<file path="src/stq_pkg.sv">
// Shared types and constants of the sorted timeout queue.
package stq_pkg;

    localparam int unsigned WORD_W      = 32;
    localparam int unsigned MAX_RESULTS = 16;
    localparam int unsigned BURST_W     = $clog2(MAX_RESULTS);

    typedef enum logic [1:0] {
        CMD_TICK    = 2'd0,
        CMD_SET     = 2'd1,
        CMD_CANCEL  = 2'd2,
        CMD_SERVICE = 2'd3
    } cmd_t;

    typedef enum logic [2:0] {
        STATUS_OK        = 3'd0,
        STATUS_FULL      = 3'd1,
        STATUS_NOT_FOUND = 3'd2,
        STATUS_REMOVED   = 3'd3,
        STATUS_EXPIRED   = 3'd4,
        STATUS_NONE_DUE  = 3'd5
    } status_t;

    typedef enum logic {
        FSM_IDLE    = 1'b0,
        FSM_SERVICE = 1'b1
    } fsm_t;

    typedef enum logic [1:0] {
        OP_HOLD   = 2'd0,
        OP_INSERT = 2'd1,
        OP_REMOVE = 2'd2,
        OP_POP    = 2'd3
    } cell_op_t;

    typedef struct packed {
        logic              valid;
        logic [WORD_W-1:0] deadline;
        logic [WORD_W-1:0] tag;
        logic [WORD_W-1:0] arg;
    } entry_t;

    typedef struct packed {
        cell_op_t          op;
        logic [WORD_W-1:0] deadline;
        logic [WORD_W-1:0] tag;
        logic [WORD_W-1:0] arg;
    } cell_ctl_t;

endpackage

</file>
<file path="src/stq_cell.sv">
// One queue cell: holds an entry and shifts it toward or away from the head.
module stq_cell (
    input  logic               aclk,
    input  logic               aresetn,
    input  stq_pkg::cell_ctl_t ctl,
    input  stq_pkg::entry_t    prev_entry,
    input  stq_pkg::entry_t    next_entry,
    input  logic               prev_le,
    input  logic               found_in,
    output stq_pkg::entry_t    entry,
    output logic               le_out,
    output logic               found_out
);

    logic                          valid_reg;
    logic                          valid_next;
    logic [stq_pkg::WORD_W-1:0]    deadline_reg;
    logic [stq_pkg::WORD_W-1:0]    deadline_next;
    logic [stq_pkg::WORD_W-1:0]    tag_reg;
    logic [stq_pkg::WORD_W-1:0]    tag_next;
    logic [stq_pkg::WORD_W-1:0]    arg_reg;
    logic [stq_pkg::WORD_W-1:0]    arg_next;
    logic                          match;

    assign entry.valid    = valid_reg;
    assign entry.deadline = deadline_reg;
    assign entry.tag      = tag_reg;
    assign entry.arg      = arg_reg;

    assign le_out    = valid_reg && (deadline_reg <= ctl.deadline);
    assign match     = valid_reg && (tag_reg == ctl.tag) && (arg_reg == ctl.arg);
    assign found_out = found_in || match;

    always_comb begin
        valid_next    = valid_reg;
        deadline_next = deadline_reg;
        tag_next      = tag_reg;
        arg_next      = arg_reg;
        case (ctl.op)
            stq_pkg::OP_INSERT: begin
                if (!le_out) begin
                    if (prev_le) begin
                        valid_next    = 1'b1;
                        deadline_next = ctl.deadline;
                        tag_next      = ctl.tag;
                        arg_next      = ctl.arg;
                    end else begin
                        valid_next    = prev_entry.valid;
                        deadline_next = prev_entry.deadline;
                        tag_next      = prev_entry.tag;
                        arg_next      = prev_entry.arg;
                    end
                end
            end
            stq_pkg::OP_REMOVE: begin
                if (found_out) begin
                    valid_next    = next_entry.valid;
                    deadline_next = next_entry.deadline;
                    tag_next      = next_entry.tag;
                    arg_next      = next_entry.arg;
                end
            end
            stq_pkg::OP_POP: begin
                valid_next    = next_entry.valid;
                deadline_next = next_entry.deadline;
                tag_next      = next_entry.tag;
                arg_next      = next_entry.arg;
            end
            default: begin
                valid_next = valid_reg;
            end
        endcase
    end

    always_ff @(posedge aclk) begin
        if (!aresetn) begin
            valid_reg <= 1'b0;
        end else begin
            valid_reg <= valid_next;
        end
    end

    always_ff @(posedge aclk) begin
        deadline_reg <= deadline_next;
        tag_reg      <= tag_next;
        arg_reg      <= arg_next;
    end

endmodule

</file>
<file path="config.mk">
export PLATFORM = sky130hd
export DESIGN_NAME = stq_cell
export DESIGN_NICKNAME = d
export VERILOG_FILES = /design/src/stq_pkg.sv /design/src/stq_cell.sv
export SDC_FILE = /design/constraint.sdc
export NUM_CORES = 1
export LEC_CHECK = 0
export BUFFER_PORTS_ARGS = -buffer_cell sky130_fd_sc_hd__buf_2
export CAP_MARGIN = 20
export CELL_PAD_IN_SITES_DETAIL_PLACEMENT = 0
export CELL_PAD_IN_SITES_GLOBAL_PLACEMENT = 2
export CORE_MARGIN = 5
export CORE_UTILIZATION = 26
export DETAILED_ROUTE_END_ITERATION = 10
export PLACE_DENSITY = 0.88
export SYNTH_ARGS = -nofsm -noshare
export SYNTH_HDL_FRONTEND = slang
export SYNTH_SLANG_ARGS = --single-unit
</file>
<file path="constraint.sdc">
create_clock -name aclk -period 9.8 [get_ports aclk]
set_clock_uncertainty 0.15 [all_clocks]
set_input_delay 1.47 -clock aclk [delete_from_list [all_inputs] [get_ports aclk]]
set_output_delay 1.47 -clock aclk [all_outputs]
set_load 0.02 [all_outputs]
</file>
==> results of run 1 <==
area by class of cell:
| cell class | count | area [sq um] | share of cell area |
|---|---|---|---|
| Tap cell | 330 | 413 | 0.0453 |
| Clock buffer | 12 | 236 | 0.0259 |
| Sequential cell | 97 | 2900 | 0.319 |
| Clock inverter | 4 | 53.8 | 0.00590 |
| Multi-Input combinational cell | 475 | 3340 | 0.366 |
| Timing Repair Buffer | 399 | 2020 | 0.222 |
| Inverter | 40 | 150 | 0.0165 |
kinds of logic (layout without fill, tap and decap cells):
| group | Yosys count | in the layout | share of synthesized area |
|---|---|---|---|
| xor gates and xnor gates | 50 | 50 | 0.0672 |
| muxes | 97 | 97 | 0.150 |
| and+or+nand+nor | 157 | 157 | 0.110 |
| DFF | 97 | 97 | 0.445 |
| adders and majority gates | 32 | 32 | 0.0614 |
| buffers and inverters | 74 | 455 | 0.0434 |
| AOI/OAI and AO/OA | 139 | 139 | 0.123 |
worst max-delay path: cells and delay by family:
| kind | cells | cell delay [ns] |
|---|---|---|
| simple gates | 1 | 0.13 |
| buf+inv | 3 | 0.33 |
| compound gates | 6 | 1.32 |
| fa+ha+maj | 1 | 0.29 |
through the flow:
step | power (uW) | hold WS [ns] | util | setup WS [ns] | instance area [sq um]
2_1_floorplan | 753 | 0.340 | - | 3.95 | 6520
3_3_place_gp | 920 | 0.471 | 0.353 | 4.66 | 8820
3_5_place_dp | 923 | 0.493 | 0.353 | 4.63 | 8820
4_1_cts | 1290 | 0.503 | 0.365 | 4.61 | 9110
5_1_grt | 1350 | 0.525 | 0.365 | 4.45 | 9110
6_report | 1270 | 0.474 | 0.365 | 4.63 | 9110
power breakdown:
part	internal [uW]	switching (uW)
sequential	516	30.8
clock	199	163
combinational	148	212
total	863	406
worst paths after layout:
| kind | startpoint | to | slack [ns] | cells past startpoint |
|---|---|---|---|---|
| max | ctl[65] | le_out | 4.63 | 11 |
| min | valid_reg | valid_reg | 0.47 | 2 |
| max reg2reg | tag_reg[17] | tag_reg[6] | 6.37 | 8 |
| min reg2reg | valid_reg | valid_reg | 0.47 | 2 |
routing by layer:
metal	global-route usage	up-vias	share of wire
li1	-	3081	-
met1	0.207	2794	0.42
met2	0.292	257	0.48
met3	0.0545	20	0.086
met4	0.0339	2	0.014
met5	0	-	0.00052
cells in the final DEF, fill, tap and decap left out, drive strengths merged, types with 3 or more instances in the layout:
cell type,n
o2111ai,5
inv,40
nor2b,7
clkbuf,12
mux2i,96
nand2,101
ha,32
nand2b,13
nor4,9
a21oi,9
nor3,5
xnor2,28
o21ai,100
edfxtp,96
nor2,3
buf,399
a21o,14
xor2,22
o21a,3
nand4,15
==> results by group, run 1 <==
STA
  – RSZ-0062 raised after global routing: no
  – Worst-Margin Slew: 0.959 ns
  – Slew Limit Fails: 0
  – Final Hold Viols: 0
  – Achievable Freq: 193 MHz
  – Final Critical Period: 5.17 ns
  – Finish-stage setup viols: 0
  – Max_slew headroom: 0.361
  – Period utilization: 0.528
  – Fin Setup TNS: 0 ns

Floorplanning
  – Die W: 168 um
  – Cell Rows: 58
  – I/O pin count: 395
  – Core ar.: 25000 sq um
  – Full die area: 28300 sq um
  – Initial core utilization: 0.261
  – Die Height: 168 um

Detailed routing
  – Final antenna-violating net count: 0
  – DR WL/cell: 18.4 um
  – # DRC: 0
  – Vias/cell: 4.54
  – Vias: 6154
  – Drt total wl: 25000 um
  – Initial DRC count: 188
  – Drt first pass iters: 4

Global route
  – Vias in the first global route: 6523
  – Total track usage: 0.169
  – First-pass GRT wire length: 37200 um
  – Antenna violations before repair: 1
  – Grt ovf: 0
  – Largest net degree at the start of global routing: 91

Logic synthesis
  – Asr flop ratio synth: 0
  – Post-synth top cells: nand2_1, o21ai_0, edfxtp_1, mux2i_1, inv_1
  – #FFs+latches synth: 97
  – Ys Warns: 0
  – Synth top area cells: edfxtp_1, mux2i_1, o21ai_0, ha_1, nand2_1
  – Sequential cell area fraction in the yosys report: 0.445
  – Syn Nets: 974
  – Post-synthesis instance total: 646
  – Synth Flop Type: edfxtp_1
  – Post-synth top area cell: edfxtp_1
  – Top-count cell post-synth: nand2_1
  – Post-synth EDFFs: 96
  – Area of the mapped netlist: 6520 sq um
  – Library cells used by synthesis: 34
  – Syn_area_per_cell: 10.1 sq um
  – Top-area cell type share of the netlist area: 0.442

CTS
  – CTS tree: done
  – H-tree Lvls: 3
  – Setup Buffers After CTS: 0
  – Root Buffer: clkbuf_16
  – Post-cts repair resize count: 0
  – Bufs on Longest Clock Path: 2
  – Cts hold-fix bufs: 0
  – Clk Latency, worst-skew pair: 0.35 ns
  – Cts bufs inserted: 9
  – Clk slew on worst S/H paths: 0.06 ns
  – Clock Sink Count: 97

Setup path
  – Crit path max-delay cell type: o31ai_1
  – Critical path type: input pin to primary output
  – Most frequent CP cell: o21a_1
  – Critical-path cell list: buf_2 > inv_1 > ha_1 > nor2b_1 > o21a_1 > o21a_1 > o21a_1 > o31ai_1 > o2111ai_1 > a21oi_1 > buf_2
  – CP max FO: 3
  – Peak per-stage delay on the critical path: 0.35 ns
  – CP required: 8.18 ns
  – CP Data Arrival Time: 3.55 ns
  – CP startpoint kind: input pin
  – Worst setup EP type: primary output

Run
  – Max-Cap Viols: 0

Outcome
  – Status: finished, final reports clean

Place
  – Cells after DPL: 1341
  – Final HPWL DP: 20600 um
  – Placer Congestion: 0.847
  – PortBufs: 394

Layout
  – Share of cells above drive strength 1: 0.406
  – Fill cells: 2620
  – Area growth syn-to-layout: 39.8%
  – Diodes inserted: 0
  – Final #Nets: 1350
  – Fin cells: 1357

Power and ir drop
  – P per Cell Area: 139 nW/um^2
  – VDD IR max: 0.0635 mV
  – Leakage power: 0.00447 uW

Worst hold path
  – HP Class: flop to flop
(Power assumes the default switching activity.)
==> inputs of run 2 (changes only) <==
CORE_UTILIZATION = 22   (was 26)
PLACE_DENSITY = 0.79   (was 0.88)
clock period = 4.1 ns   (was 9.8 ns; I/O delays follow)
==> run 2 against run 1 <==
Net effect:
- sequential cell count stayed put
- global-route usage is 2.0 points lower
- highest routed layer unchanged
- count of clock-buffer cells in the layout fell by 1
- hold slack got worse by 0.085 ns
==> results by group, run 2 (same netlist as run 1, synthesis figures left out) <==
Outcome
  – Status: finished, final reports clean

Setup path
  – CP Data Arrival Time: 3.22 ns
  – Critical R2R Capture: arg_reg[13]
  – CP required: 3.97 ns
  – Critical-path cell list: nor2b_1 > a2111o_1 > nor4_1 > nand4_1 > o41a_1 > nor2_1 > o31a_4 > buf_12
  – CP max FO: 43
  – CP startpoint kind: flop
  – Crit path max-delay cell type: o41a_1
  – CP bufs+invs: 1
  – RR Startpoint: tag_reg[1]
  – Peak per-stage delay on the critical path: 0.51 ns
  – Worst setup EP type: flop
  – Worst r2r path cells: 8
  – R2R setup slack: 0.75 ns
  – Critical path type: flop to flop
  – Delay-heaviest family, CP: compound AO/OA/AOI/OAI gates

Global route
  – Total track usage: 0.149
  – Antenna violations before repair: 5
  – Grt ovf: 0
  – First-pass GRT wire length: 38000 um
  – Vias in the first global route: 6445
  – Largest net degree at the start of global routing: 100

Detailed routing
  – Final antenna-violating net count: 0
  – Initial DRC count: 254
  – Drt total wl: 25900 um
  – DR WL/cell: 18.3 um
  – Vias/cell: 4.31
  – # DRC: 0
  – Drt first pass iters: 4
  – Vias: 6120

STA
  – Final Hold Viols: 0
  – Max_slew headroom: 0.422
  – Achievable Freq: 299 MHz
  – Final Critical Period: 3.35 ns
  – Slew Limit Fails: 0
  – Worst Hold Margin: 0.389 ns
  – Worst-Margin Slew: 0.866 ns
  – RSZ-0062 raised after global routing: no
  – Finish-stage setup viols: 0
  – Fin Setup TNS: 0 ns
  – Period utilization: 0.817

Floorplanning
  – Initial core utilization: 0.221
  – Cell Rows: 63
  – Die Height: 182 um
  – Full die area: 33200 sq um
  – Die W: 182 um
  – I/O pin count: 395
  – Core ar.: 29500 sq um

CTS
  – CTS tree: done
  – Bufs on Longest Clock Path: 2
  – Root Buffer: clkbuf_16
  – Clk slew on worst S/H paths: 0.07 ns
  – H-tree Lvls: 3
  – Cts bufs inserted: 9
  – Clock Sink Count: 97
  – Cts hold-fix bufs: 0
  – Clk Latency, worst-skew pair: 0.35 ns
  – Post-cts repair resize count: 0
  – Setup Buffers After CTS: 0

Place
  – Final HPWL DP: 21500 um
  – PortBufs: 394
  – Placer Congestion: 0.855

Layout
  – Storage cell area: 2900 sq um
  – Fill cells: 3184
  – Commonest non-fill, non-tap cells in the layout: buf_2, nand2_1, o21ai_0, mux2i_1, edfxtp_1
  – Final #Nets: 1351
  – Share of cells above drive strength 1: 0.406
  – Area growth syn-to-layout: 42.0%
  – Commonest non-fill, non-tap cell in the layout: buf_2
  – Multi-input gate area: 3340 sq um

Worst hold path
  – Worst Hold Path EP: arg_reg[26]
  – Worst Min Path Start: next_entry[26]
  – HP Class: input pin to flop
  – Cell depth of the worst hold path: 3

Power and ir drop
  – P_int: 2120 uW
  – P per Cell Area: 335 nW/um^2
  – Gate power share: 0.285
  – Leakage power: 0.00452 uW
  – Sw Share: 0.315
  – Register share of total power: 0.420
  – Clock network power share: 0.295
  – Psw: 976 uW
  – VDD IR max: 0.150 mV

Run
  – Max-Cap Viols: 0
## run 2: cell types whose count changed in the layout (fill, tap and decap cells not counted), moves of 2 or more
| cell | change |
|---|---|
| diode_2 | +3 |
| buf_12 | +3 |
| buf_4 | -2 |
| clkinvlp_4 | -2 |
## run 2: how the worst max path moves through the flow
stage / startpoint / to / slack (ns) / cells after the start
floorplan: ctl[23] / arg_reg[0] / 0.23 / 7
global placement: ctl[23] / arg_reg[28] / 0.40 / 9
detailed placement: ctl[23] / arg_reg[28] / 0.33 / 9
CTS: deadline_reg[1] / le_out / 0.66 / 9
global route: deadline_reg[13] / le_out / 0.47 / 9
finish: tag_reg[1] / arg_reg[13] / 0.75 / 8
## run 2: cell type report
cell class,count,share of cell area
diodes,3,0.000811
clock buffers,11,0.0251
repair buffers,400,0.223
clock inverters,4,0.00743
well taps,390,0.0527
flip-flops and latches,97,0.313
multi-input cells,475,0.361
inverters,40,0.0162
## run 2: layer usage
layer,up-vias,part of all wire,GRT usage
li1,3081,-,-
met1,2764,0.44,0.191
met4,4,0.0074,0.0303
met5,-,0.00081,0
met2,258,0.47,0.243
met3,13,0.086,0.0524
## run 2: power groups by stage
stage / Combinational (uW) / Sequential, uW / Clock [uW]
floorplan: 345 / 1450 / 0
global placement: 902 / 1320 / 0
detailed placement: 899 / 1330 / 0
CTS: 902 / 1300 / 955
global route: 975 / 1320 / 992
finish: 883 / 1300 / 915
## run 2: worst reg2reg max path: stages (launching register included)
cell and delay (ns):
edfxtp_1 0.39, nor2b_1 0.17, a2111o_1 0.33, nor4_1 0.35
nand4_1 0.28, o41a_1 0.51, nor2_1 0.16, o31a_4 0.35
buf_12 0.27
## run 2: through the flow
step,util,std cells,power (uW),worst slack [ns],instance area (sq um)
6_report,0.314,1420,3100,0.752,9260
2_1_floorplan,-,646,1790,0.234,6520
5_1_grt,0.314,1418,3290,0.473,9260
3_5_place_dp,0.304,1402,2220,0.331,8950
4_1_cts,0.314,1417,3160,0.661,9250
3_3_place_gp,0.304,1402,2220,0.396,8950
